**src/hdl/rrts_pkg.sv**
```systemverilog
// shared types, codes and sizes for the round-robin task scheduler
// no dependencies; imported by every scheduler module except rrts_ram
package rrts_pkg;

	localparam int MAX_TASKS = 16;
	localparam int SLOT_W    = $clog2(MAX_TASKS);
	localparam int LINK_W    = $clog2(MAX_TASKS + 1);

	typedef logic [SLOT_W-1:0] slot_t;
	typedef logic [LINK_W-1:0] link_t;
	typedef logic [1:0]        tst_t;

	localparam link_t NIL_LINK = LINK_W'(MAX_TASKS);

	// request codes
	localparam logic [1:0] REQ_CREATE = 2'd0;
	localparam logic [1:0] REQ_CHANGE = 2'd1;
	localparam logic [1:0] REQ_STEP   = 2'd2;
	localparam logic [1:0] REQ_QUERY  = 2'd3;

	// task states
	localparam tst_t TST_FREE = 2'd0;
	localparam tst_t TST_RUN  = 2'd1;
	localparam tst_t TST_SUSP = 2'd2;
	localparam tst_t TST_ZOMB = 2'd3;

	// status codes
	localparam logic [1:0] STS_OK     = 2'd0;
	localparam logic [1:0] STS_BAD    = 2'd1;
	localparam logic [1:0] STS_NOSLOT = 2'd2;

	// queue select
	localparam logic Q_READY = 1'b0;
	localparam logic Q_WAIT  = 1'b1;

	typedef struct packed {
		logic  we;
		slot_t waddr;
		tst_t  wdata;
		slot_t raddr;
	} st_req_t;

	typedef struct packed {
		logic  we;
		slot_t waddr;
		link_t wdata;
		slot_t raddr;
	} lk_req_t;

	typedef struct packed {
		logic [1:0] status;
		logic [3:0] result_id;
		logic [1:0] result_state;
		logic       switched;
		logic       freed;
	} res_t;

	function automatic logic is_nil(input link_t l);
		return l >= NIL_LINK;
	endfunction

endpackage

```
**src/hdl/round_robin_task_scheduler_unit.sv**
```systemverilog
// Round-robin task scheduler with a ready queue and a wait queue held as linked
// lists in a link memory, and slot states in a state memory. One request is worked
// on at a time; req_stall stays high from the transfer until the result enters the
// output register. A create scans the state memory slot by slot for a free slot,
// and a change-state walks the links of its queue when a task is unlinked from the
// middle of that queue. A finished result waits in the output register while the
// next request is taken.
// depends on rrts_pkg, rrts_ram, rrts_state_store and rrts_ctrl
module round_robin_task_scheduler_unit (
	input  logic       clk,
	input  logic       arst_n,
	input  logic       req_valid,
	output logic       req_stall,
	input  logic [1:0] req_type,
	input  logic [3:0] task_id,
	input  logic [1:0] target_state,
	output logic       rsp_valid,
	input  logic       rsp_stall,
	output logic [1:0] status,
	output logic [3:0] result_id,
	output logic [1:0] result_state,
	output logic       switched,
	output logic       freed
);
	import rrts_pkg::*;

	st_req_t st_req;
	tst_t    st_rdata;
	lk_req_t lk_req;
	link_t   lk_rdata;
	res_t    res;
	logic    busy;
	logic    done;
	logic    out_free;
	logic    rsp_valid_q;
	res_t    rsp_q;

	rrts_state_store u_state (
		.clk   (clk),
		.arst_n(arst_n),
		.st_req(st_req),
		.rdata (st_rdata)
	);

	rrts_ram #(
		.WIDTH(LINK_W),
		.DEPTH(MAX_TASKS)
	) u_link (
		.clk  (clk),
		.we   (lk_req.we),
		.waddr(lk_req.waddr),
		.wdata(lk_req.wdata),
		.raddr(lk_req.raddr),
		.rdata(lk_rdata)
	);

	rrts_ctrl u_ctrl (
		.clk         (clk),
		.arst_n      (arst_n),
		.req_valid   (req_valid),
		.req_type    (req_type),
		.task_id     (task_id),
		.target_state(target_state),
		.busy        (busy),
		.out_free    (out_free),
		.done        (done),
		.res         (res),
		.st_req      (st_req),
		.st_rdata    (st_rdata),
		.lk_req      (lk_req),
		.lk_rdata    (lk_rdata)
	);

	assign req_stall = busy;
	assign out_free  = !rsp_valid_q || !rsp_stall;

	// output register
	always_ff @(posedge clk or negedge arst_n) begin
		if (!arst_n) begin
			rsp_valid_q <= 1'b0;
		end else if (done) begin
			rsp_valid_q <= 1'b1;
		end else if (!rsp_stall) begin
			rsp_valid_q <= 1'b0;
		end
	end

	always_ff @(posedge clk) begin
		if (done) begin
			rsp_q <= res;
		end
	end

	assign rsp_valid    = rsp_valid_q;
	assign status       = rsp_q.status;
	assign result_id    = rsp_q.result_id;
	assign result_state = rsp_q.result_state;
	assign switched     = rsp_q.switched;
	assign freed        = rsp_q.freed;

	// a request transfer always starts work
	a_take_busy: assert property (@(posedge clk) disable iff (!arst_n)
		req_valid && !req_stall |=> req_stall)
		else $error("request transfer did not start work");

	// a pending result is never overwritten
	a_no_overwrite: assert property (@(posedge clk) disable iff (!arst_n)
		done |-> (!rsp_valid_q || !rsp_stall))
		else $error("result overwrote a pending result");

	// a switch is only reported with ok status
	a_switch_ok: assert property (@(posedge clk) disable iff (!arst_n)
		rsp_valid && switched |-> status == STS_OK)
		else $error("switch reported with error status");

	// a released slot never comes with a query answer
	a_freed_clean: assert property (@(posedge clk) disable iff (!arst_n)
		rsp_valid && freed |-> result_state == TST_FREE && status == STS_OK)
		else $error("freed flag with query state or error");

endmodule

```
**src/hdl/rrts_ram.sv**
```systemverilog
// generic single-write, single-read synchronous ram with registered read data
// no dependencies
module rrts_ram #(
	parameter int WIDTH = 8,
	parameter int DEPTH = 16
) (
	input  logic                     clk,
	input  logic                     we,
	input  logic [$clog2(DEPTH)-1:0] waddr,
	input  logic [WIDTH-1:0]         wdata,
	input  logic [$clog2(DEPTH)-1:0] raddr,
	output logic [WIDTH-1:0]         rdata
);

	logic [WIDTH-1:0] mem [DEPTH];

	always_ff @(posedge clk) begin
		if (we) begin
			mem[waddr] <= wdata;
		end
		rdata <= mem[raddr];
	end

endmodule

```
**src/hdl/rrts_state_store.sv**
```systemverilog
// task state store: ram plus per-slot written bits that supply the reset value
// depends on rrts_pkg and rrts_ram
module rrts_state_store (
	input  logic             clk,
	input  logic             arst_n,
	input  rrts_pkg::st_req_t st_req,
	output rrts_pkg::tst_t   rdata
);
	import rrts_pkg::*;

	logic [MAX_TASKS-1:0] vld_q;
	slot_t                raddr_s1;
	tst_t                 ram_rdata;

	rrts_ram #(
		.WIDTH($bits(tst_t)),
		.DEPTH(MAX_TASKS)
	) u_ram (
		.clk  (clk),
		.we   (st_req.we),
		.waddr(st_req.waddr),
		.wdata(st_req.wdata),
		.raddr(st_req.raddr),
		.rdata(ram_rdata)
	);

	always_ff @(posedge clk or negedge arst_n) begin
		if (!arst_n) begin
			vld_q <= '0;
		end else if (st_req.we) begin
			vld_q[st_req.waddr] <= 1'b1;
		end
	end

	always_ff @(posedge clk) begin
		raddr_s1 <= st_req.raddr;
	end

	// unwritten slot 0 reads as the running idle task, other unwritten slots as free
	always_comb begin
		if (vld_q[raddr_s1]) begin
			rdata = ram_rdata;
		end else if (raddr_s1 == '0) begin
			rdata = TST_RUN;
		end else begin
			rdata = TST_FREE;
		end
	end

endmodule

```
**src/hdl/rrts_ctrl.sv**
```systemverilog
// request sequencer: queue heads and tails, current task, and the
// read-modify-write steps over the state and link memories; depends on rrts_pkg
module rrts_ctrl (
	input  logic              clk,
	input  logic              arst_n,
	input  logic              req_valid,
	input  logic [1:0]        req_type,
	input  logic [3:0]        task_id,
	input  logic [1:0]        target_state,
	output logic              busy,
	input  logic              out_free,
	output logic              done,
	output rrts_pkg::res_t    res,
	output rrts_pkg::st_req_t st_req,
	input  rrts_pkg::tst_t    st_rdata,
	output rrts_pkg::lk_req_t lk_req,
	input  rrts_pkg::link_t   lk_rdata
);
	import rrts_pkg::*;

	typedef enum logic [4:0] {
		S_IDLE,
		S_CR_SCAN,
		S_CH_RD,
		S_CH_CHK,
		S_RM_RD,
		S_RM_WALK,
		S_RM_UNL,
		S_CH_APP,
		S_AP_NIL,
		S_AP_LINK,
		S_ST_RD,
		S_ST_CHK,
		S_PO_RD,
		S_PO_WAIT,
		S_ST_FIN,
		S_Q_RD,
		S_Q_CHK,
		S_DONE
	} fsm_t;

	fsm_t       state_q;
	logic [1:0] req_q;
	slot_t      tid_q;
	tst_t       ns_q;
	slot_t      cur_q;
	link_t      head_q [2];
	link_t      tail_q [2];
	logic       qsel_q;
	slot_t      ap_slot_q;
	slot_t      walk_q;
	slot_t      guard_q;
	slot_t      scan_q;
	logic       scan_pend_s1;
	slot_t      scan_addr_s1;
	logic       kill_q;
	link_t      pop_q;
	res_t       res_q;

	link_t cur_head;
	link_t cur_tail;
	slot_t step_nxt;
	logic  take;

	assign cur_head = head_q[qsel_q];
	assign cur_tail = tail_q[qsel_q];
	assign step_nxt = is_nil(pop_q) ? '0 : SLOT_W'(pop_q);
	assign take     = req_valid && (state_q == S_IDLE);
	assign busy     = (state_q != S_IDLE);
	assign done     = (state_q == S_DONE) && out_free;
	assign res      = res_q;

	// memory requests
	always_comb begin
		st_req = '{we: 1'b0, waddr: tid_q, wdata: TST_FREE, raddr: tid_q};
		lk_req = '{we: 1'b0, waddr: walk_q, wdata: NIL_LINK, raddr: walk_q};
		unique case (state_q)
			S_CR_SCAN: begin
				st_req.raddr = scan_q;
				if (scan_pend_s1 && st_rdata == TST_FREE) begin
					st_req.we    = 1'b1;
					st_req.waddr = scan_addr_s1;
					st_req.wdata = TST_RUN;
				end
			end
			S_CH_CHK: begin
				if (st_rdata != TST_FREE && st_rdata != TST_ZOMB && st_rdata != ns_q) begin
					st_req.we    = 1'b1;
					st_req.wdata = (tid_q != cur_q && ns_q == TST_ZOMB) ? TST_FREE : ns_q;
				end
			end
			S_ST_RD: begin
				st_req.raddr = cur_q;
			end
			S_ST_FIN: begin
				st_req.waddr = cur_q;
				st_req.we    = kill_q && (step_nxt != cur_q);
			end
			S_RM_WALK: begin
				lk_req.raddr = SLOT_W'(lk_rdata);
			end
			S_RM_UNL: begin
				lk_req.we    = 1'b1;
				lk_req.wdata = is_nil(lk_rdata) ? NIL_LINK : lk_rdata;
			end
			S_AP_NIL: begin
				lk_req.we    = 1'b1;
				lk_req.waddr = ap_slot_q;
			end
			S_AP_LINK: begin
				lk_req.we    = 1'b1;
				lk_req.waddr = SLOT_W'(cur_tail);
				lk_req.wdata = LINK_W'(ap_slot_q);
			end
			S_PO_RD: begin
				lk_req.raddr = SLOT_W'(cur_head);
			end
			default: begin
			end
		endcase
	end

	always_ff @(posedge clk or negedge arst_n) begin
		if (!arst_n) begin
			state_q      <= S_IDLE;
			req_q        <= REQ_CREATE;
			tid_q        <= '0;
			ns_q         <= TST_FREE;
			cur_q        <= '0;
			head_q[0]    <= NIL_LINK;
			head_q[1]    <= NIL_LINK;
			tail_q[0]    <= NIL_LINK;
			tail_q[1]    <= NIL_LINK;
			qsel_q       <= Q_READY;
			ap_slot_q    <= '0;
			walk_q       <= '0;
			guard_q      <= '0;
			scan_q       <= '0;
			scan_pend_s1 <= 1'b0;
			scan_addr_s1 <= '0;
			kill_q       <= 1'b0;
			pop_q        <= NIL_LINK;
			res_q        <= '0;
		end else begin
			unique case (state_q)
				S_IDLE: begin
					if (take) begin
						req_q        <= req_type;
						tid_q        <= SLOT_W'(task_id);
						ns_q         <= target_state;
						res_q        <= '0;
						kill_q       <= 1'b0;
						qsel_q       <= Q_READY;
						scan_q       <= SLOT_W'(1);
						scan_pend_s1 <= 1'b0;
						unique case (req_type)
							REQ_CREATE: state_q <= S_CR_SCAN;
							REQ_CHANGE: begin
								if (int'(task_id) >= MAX_TASKS || task_id == '0
										|| target_state == TST_FREE) begin
									res_q.status <= STS_BAD;
									state_q      <= S_DONE;
								end else begin
									state_q <= S_CH_RD;
								end
							end
							REQ_STEP: state_q <= (cur_q == '0) ? S_PO_RD : S_ST_RD;
							REQ_QUERY: begin
								if (int'(task_id) >= MAX_TASKS) begin
									res_q.status <= STS_BAD;
									state_q      <= S_DONE;
								end else begin
									state_q <= S_Q_RD;
								end
							end
							default: state_q <= S_DONE;
						endcase
					end
				end
				S_CR_SCAN: begin
					if (scan_pend_s1 && st_rdata == TST_FREE) begin
						res_q.result_id <= 4'(scan_addr_s1);
						ap_slot_q       <= scan_addr_s1;
						qsel_q          <= Q_READY;
						state_q         <= S_AP_NIL;
					end else if (scan_pend_s1 && scan_addr_s1 == SLOT_W'(MAX_TASKS - 1)) begin
						res_q.status <= STS_NOSLOT;
						state_q      <= S_DONE;
					end else begin
						scan_pend_s1 <= 1'b1;
						scan_addr_s1 <= scan_q;
						scan_q       <= scan_q + SLOT_W'(1);
					end
				end
				S_CH_RD: state_q <= S_CH_CHK;
				S_CH_CHK: begin
					if (st_rdata == TST_FREE || st_rdata == TST_ZOMB) begin
						res_q.status <= STS_BAD;
						state_q      <= S_DONE;
					end else if (st_rdata == ns_q || tid_q == cur_q) begin
						state_q <= S_DONE;
					end else begin
						res_q.freed <= (ns_q == TST_ZOMB);
						qsel_q      <= (st_rdata == TST_RUN) ? Q_READY : Q_WAIT;
						if (is_nil(head_q[(st_rdata == TST_RUN) ? Q_READY : Q_WAIT])) begin
							state_q <= S_CH_APP;
						end else if (head_q[(st_rdata == TST_RUN) ? Q_READY : Q_WAIT]
								== LINK_W'(tid_q)) begin
							state_q <= S_PO_RD;
						end else begin
							walk_q  <= SLOT_W'(head_q[(st_rdata == TST_RUN) ? Q_READY : Q_WAIT]);
							guard_q <= '0;
							state_q <= S_RM_RD;
						end
					end
				end
				S_RM_RD: state_q <= S_RM_WALK;
				S_RM_WALK: begin
					if (is_nil(lk_rdata)) begin
						state_q <= S_CH_APP;
					end else if (lk_rdata == LINK_W'(tid_q)) begin
						state_q <= S_RM_UNL;
					end else begin
						walk_q  <= SLOT_W'(lk_rdata);
						guard_q <= guard_q + SLOT_W'(1);
						if (guard_q == SLOT_W'(MAX_TASKS - 1)) begin
							state_q <= S_CH_APP;
						end
					end
				end
				S_RM_UNL: begin
					if (is_nil(lk_rdata)) begin
						tail_q[qsel_q] <= LINK_W'(walk_q);
					end
					state_q <= S_CH_APP;
				end
				S_CH_APP: begin
					if (ns_q == TST_ZOMB) begin
						state_q <= S_DONE;
					end else begin
						qsel_q    <= (ns_q == TST_RUN) ? Q_READY : Q_WAIT;
						ap_slot_q <= tid_q;
						state_q   <= S_AP_NIL;
					end
				end
				S_AP_NIL: begin
					if (is_nil(cur_head) || is_nil(cur_tail)) begin
						head_q[qsel_q] <= LINK_W'(ap_slot_q);
						tail_q[qsel_q] <= LINK_W'(ap_slot_q);
						qsel_q         <= Q_READY;
						state_q        <= (req_q == REQ_STEP) ? S_PO_RD : S_DONE;
					end else begin
						state_q <= S_AP_LINK;
					end
				end
				S_AP_LINK: begin
					tail_q[qsel_q] <= LINK_W'(ap_slot_q);
					qsel_q         <= Q_READY;
					state_q        <= (req_q == REQ_STEP) ? S_PO_RD : S_DONE;
				end
				S_ST_RD: state_q <= S_ST_CHK;
				S_ST_CHK: begin
					ap_slot_q <= cur_q;
					case (st_rdata)
						TST_RUN: begin
							qsel_q  <= Q_READY;
							state_q <= S_AP_NIL;
						end
						TST_SUSP: begin
							qsel_q  <= Q_WAIT;
							state_q <= S_AP_NIL;
						end
						TST_ZOMB: begin
							kill_q  <= 1'b1;
							qsel_q  <= Q_READY;
							state_q <= S_PO_RD;
						end
						default: begin
							qsel_q  <= Q_READY;
							state_q <= S_PO_RD;
						end
					endcase
				end
				S_PO_RD: begin
					if (is_nil(cur_head)) begin
						pop_q   <= NIL_LINK;
						state_q <= (req_q == REQ_STEP) ? S_ST_FIN : S_CH_APP;
					end else begin
						pop_q   <= cur_head;
						state_q <= S_PO_WAIT;
					end
				end
				S_PO_WAIT: begin
					if (is_nil(lk_rdata)) begin
						head_q[qsel_q] <= NIL_LINK;
						tail_q[qsel_q] <= NIL_LINK;
					end else begin
						head_q[qsel_q] <= lk_rdata;
					end
					state_q <= (req_q == REQ_STEP) ? S_ST_FIN : S_CH_APP;
				end
				S_ST_FIN: begin
					if (step_nxt != cur_q) begin
						cur_q          <= step_nxt;
						res_q.switched <= 1'b1;
						res_q.freed    <= kill_q;
					end
					res_q.result_id <= 4'(step_nxt);
					state_q         <= S_DONE;
				end
				S_Q_RD: state_q <= S_Q_CHK;
				S_Q_CHK: begin
					res_q.result_state <= st_rdata;
					state_q            <= S_DONE;
				end
				S_DONE: begin
					if (out_free) begin
						state_q <= S_IDLE;
					end
				end
				default: state_q <= S_IDLE;
			endcase
		end
	end

endmodule

```
**config.mk**
```make
export PLATFORM = sky130hd
export DESIGN_NAME = round_robin_task_scheduler_unit
export DESIGN_NICKNAME = d
export VERILOG_FILES = /design/src/hdl/rrts_pkg.sv /design/src/hdl/round_robin_task_scheduler_unit.sv /design/src/hdl/rrts_ram.sv /design/src/hdl/rrts_state_store.sv /design/src/hdl/rrts_ctrl.sv
export SDC_FILE = /design/constraint.sdc
export NUM_CORES = 1
export LEC_CHECK = 0
export BUFFER_PORTS_ARGS = -buffer_cell sky130_fd_sc_hd__buf_4
export CORE_UTILIZATION = 45
export DETAILED_ROUTE_END_ITERATION = 8
export SETUP_SLACK_MARGIN = 0.1
export SLEW_MARGIN = 10
export SYNTH_ARGS = -nofsm -noshare
export SYNTH_HDL_FRONTEND = slang
export SYNTH_HIERARCHICAL = 1
export SYNTH_SLANG_ARGS = --single-unit
```
**constraint.sdc**
```tcl
create_clock -name clk -period 6.9 [get_ports clk]
set_input_delay 0.69 -clock clk [delete_from_list [all_inputs] [get_ports clk]]
set_output_delay 0.69 -clock clk [all_outputs]
set_load 0.03 [all_outputs]
```
==> results.txt <==
- Run status: finished, final reports clean
* ANT cells: 0
* Sinks on Clock Net: between 200 and 250
- Wire length of the first global-routing pass: 41390 um
- Number of pins exceeding their max-slew limit in the final report: 0
* Cell types with the largest area share after synthesis: sky130_fd_sc_hd__edfxtp_1, sky130_fd_sc_hd__dfrtp_1, sky130_fd_sc_hd__mux4_2
- TritonCTS Buffers: 25
* CP Launch Type: flop
* Data required time at the worst endpoint: approximately 7.1 ns
- During I/O placement, the number of pins put on the boundary was 24.
- Final Setup Violations: 0
- Register-to-register path setup slack: between 2 and 3 ns
- Post-CTS Repair Setup Buffers: 0
* Fraction of layout cells with a size suffix above 1: around 15%
* Global routing usage summed across all routing layers: 22.18%
* Number of buffers between clock root and the deepest sink: 3
- Timing would allow up to 233.4 MHz.
- The tree is rooted in a sky130_fd_sc_hd__clkbuf_16.
- Crit Path Category: flop to flop
- Most area-hungry cell type in the Yosys netlist: sky130_fd_sc_hd__edfxtp_1
- Data arrives at the worst endpoint at ~4.5 ns.
* Critical path fanouts, max: 9
- Number of flops mapped to enable cells by yosys: between 100 and 150
* Critical Path End Type: flop
- Most used cells in the layout excluding fill and tap cells: sky130_fd_sc_hd__edfxtp_1, sky130_fd_sc_hd__nand2_1, sky130_fd_sc_hd__dfrtp_1, sky130_fd_sc_hd__nor2_1, sky130_fd_sc_hd__nand3_1
- Total wire length after detailed routing: around 26000 um
- Dividing the detail-routed via count by the number of cells gives roughly 5.9.
* Post-Syn Nets: roughly 900
- Unique cell type count in the Yosys netlist: between 70 and 80
* Overflow left after global routing: 0
- Number of antenna violations at the first check in global routing: 0
* Std cell rows: 56
- The worst pin sits at a relative slew slack of a little under a third.
* Vias in the first global route: roughly 7400
* Length in cells of the worst reg-to-reg path: 12
* Top FF cell, synth: sky130_fd_sc_hd__edfxtp_1
- The design draws roughly 5.3 mW.
- The first routing iteration left about 530 violations.
* Number of buffers inserted by hold repair at cts: 0
- Initial core utilization: 45.79%
* RSZ-0062 raised after global routing: no
* I/O Buffers: 23
- Insertion delay to the later sink of the worst-skew pair: between 0.5 and 0.6 ns
- The worst path needs approximately 4.3 ns of the cycle, external delays included.
- Each instance of the synthesized netlist takes up on average 11.85 um2.
- The count of nets left with antenna violations once routing finished came out at 0.
- Die height: between 150 and 200 um
- In this run the power density over the cells is between 400 and 500 nW/um2.
- Compared with the post-synthesis result, the final layout area differs by 11.56%.
* DRC viols: 0
- Area inside the core boundary: roughly 23000 um2
- Die footprint: 24510 um2
- Share of synthesized flip-flops with an asynchronous set or reset: 40.89%
- Clock-pin slew was measured on the worst setup and hold paths at 0.06 ns.
- # Max-Cap Violations: 0
* Largest net degree at the start of global routing: between 50 and 60
* Pre-Repair DR Iteration Count: 6
* Post-route fraction of the period consumed by the critical path: between 60% and 70%
- Of the post-synthesis cell area, the dominant cell type holds between 30% and 40%.
* Final cell area excluding filler cells: 11990 um2
- Actual transition at the worst max-transition pin: about 1 ns
* Worst clock skew: ~0.021 ns
- Adding up every negative setup slack in the final design gives 0 ns.
- After synthesis, flip-flops and latches occupy a little under 60% of the total area.
- Yosys printed 6 warnings.
* Final Hold Violating Endpoints: 0
* H-tree depth reported by CTS: 1
- Gate count after technology mapping: around 910
* CTS tree: built
- Once placement finished, the instance area stood at around 11000 um2.
* NumNets Final: between 900 and 1000
* #FFs+latches synth: around 230
- Most common cell after layout, fill and taps aside: sky130_fd_sc_hd__edfxtp_1
* Overall die width: around 160 um
- Dpl hpwl: around 18000 um
- Hold WC Path Type: input port to async pin
- In this run the cell area of the synthesized design comes to roughly 11000 um2.
* Number of gates given a new drive strength after cts: 0
- In this run the critical register-to-register path is captured at u_state/u_ram/mem[0][0]$_DFFE_PP_.
- Static Leakage: approximately 4.4 nW
- Routed WL per cell: roughly 21 um
- At the end of routability-driven placement, the weighted congestion stood at 0.9709.
- Detailed-route via count: 7386
- Worst vdd ir: about 0.22 mV
- In this run the critical register-to-register path is launched from u_state/raddr_s1[3]$_DFF_P_.
==> per-layer routing <==
metal	wire length, um	up-vias	part of all wire [%]	global-route usage [%]
li1	-	3419	-	-
met1	11670	3665	45	30.23
met2	12280	245	47	35.86
met3	1372	57	5.3	3.434
met4	787	0	3.0	8.263
met5	0	-	0	0
==> synthesized netlist by cell type, types with 11 or more instances <==
master / n
sky130_fd_sc_hd__mux2_2: 20
sky130_fd_sc_hd__xnor2_1: 11
sky130_fd_sc_hd__inv_1: 26
sky130_fd_sc_hd__clkbuf_1: 21
sky130_fd_sc_hd__dfxtp_1: 11
sky130_fd_sc_hd__nand3_1: 38
sky130_fd_sc_hd__dfrtp_1: 87
sky130_fd_sc_hd__mux2i_1: 23
sky130_fd_sc_hd__mux4_2: 26
sky130_fd_sc_hd__nor2b_1: 16
sky130_fd_sc_hd__a22oi_1: 18
sky130_fd_sc_hd__edfxtp_1: 122
sky130_fd_sc_hd__o31ai_1: 12
sky130_fd_sc_hd__nand2_1: 109
sky130_fd_sc_hd__o21ai_0: 34
sky130_fd_sc_hd__buf_2: 15
sky130_fd_sc_hd__nor3_1: 26
sky130_fd_sc_hd__nor2_1: 87
sky130_fd_sc_hd__nand2b_1: 12
sky130_fd_sc_hd__a21oi_1: 36
==> per-stage QoR <==
| stage | setup slack, ns | cells | utilization, % | hold WS (ns) |
|---|---|---|---|---|
| 2_1_floorplan | 3.102 | 907 | - | 0.3944 |
| 3_3_place_gp | 2.801 | 1216 | 47.64 | 0.4321 |
| 3_5_place_dp | 2.605 | 1216 | 47.64 | 0.4327 |
| 4_1_cts | 2.631 | 1262 | 51.09 | 0.1505 |
| 5_1_grt | 2.303 | 1262 | 51.09 | 0.1839 |
| 6_report | 2.616 | 1262 | 51.09 | 0.1522 |
==> cell type report <==
type	instances	area [um2]
Clock buffer	30	664.4
Clock inverter	16	145.1
Fill cell	2053	11480
Inverter	26	97.59
Multi-Input combinational cell	614	4253
Sequential cell	225	6192
Tap cell	319	399.1
Timing Repair Buffer	32	240.2
==> worst max-delay path, stage by stage (launching register included) <==
cell and delay, ns:
sky130_fd_sc_hd__dfxtp_1 0.43, sky130_fd_sc_hd__mux4_2 0.52, sky130_fd_sc_hd__a2bb2oi_1 0.14, sky130_fd_sc_hd__a32o_1 0.29, sky130_fd_sc_hd__o2bb2ai_1 0.26, sky130_fd_sc_hd__inv_1 0.14
sky130_fd_sc_hd__ha_1 0.15, sky130_fd_sc_hd__nand2_1 0.10, sky130_fd_sc_hd__nor3_1 0.48, sky130_fd_sc_hd__nor2_1 0.18, sky130_fd_sc_hd__a221o_1 0.44, sky130_fd_sc_hd__or3b_2 0.56
sky130_fd_sc_hd__nor3_1 0.26
==> sequential cells by signal, summed over array words and instances, names as in the netlist, 5 cells and up <==
signal	cells
u_state/u_ram/mem	32
u_link/mem	80
u_ctrl/head_q	10
u_state/vld_q	16
u_link/rdata	5
u_ctrl/res	10
u_ctrl/tail_q	10
u_ctrl/state_q	5
u_ctrl/pop_q	5
==> power by group <==
part	switching (mW)	internal (mW)
Combinational	1.17	0.785
Sequential	0.310	1.70
Clock	0.536	0.763
==> worst max path at each step <==
| stage | to | slack, ns | cells past startpoint | from |
|---|---|---|---|---|
| final | u_state/u_ram/mem[0][0]$_DFFE_PP_ | 2.62 | 12 | u_state/raddr_s1[3]$_DFF_P_ |
| after global routing | u_state/u_ram/mem[0][0]$_DFFE_PP_ | 2.30 | 12 | u_state/raddr_s1[3]$_DFF_P_ |
| after detailed placement | u_state/u_ram/mem[0][1]$_DFFE_PP_ | 2.60 | 12 | u_state/raddr_s1[3]$_DFF_P_ |
| after global placement | u_state/u_ram/mem[0][0]$_DFFE_PP_ | 2.80 | 12 | u_state/raddr_s1[3]$_DFF_P_ |
| after CTS | u_state/u_ram/mem[0][1]$_DFFE_PP_ | 2.63 | 12 | u_state/raddr_s1[3]$_DFF_P_ |
| after floorplan | u_state/u_ram/mem[0][0]$_DFFE_PP_ | 3.10 | 12 | u_state/raddr_s1[3]$_DFF_P_ |
==> kinds of logic after synthesis <==
group,Yosys count,share of synthesized area [%]
XOR/XNOR,15,1.222
flip-flops,225,57.61
buffers and inverters,68,2.828
multiplexers,74,10.77
AO/OA/AOI/OAI,183,11.85
AND/OR/NAND/NOR,335,14.91
adder cells (fa/ha/maj),7,0.8148
(Power assumes the default switching activity.)
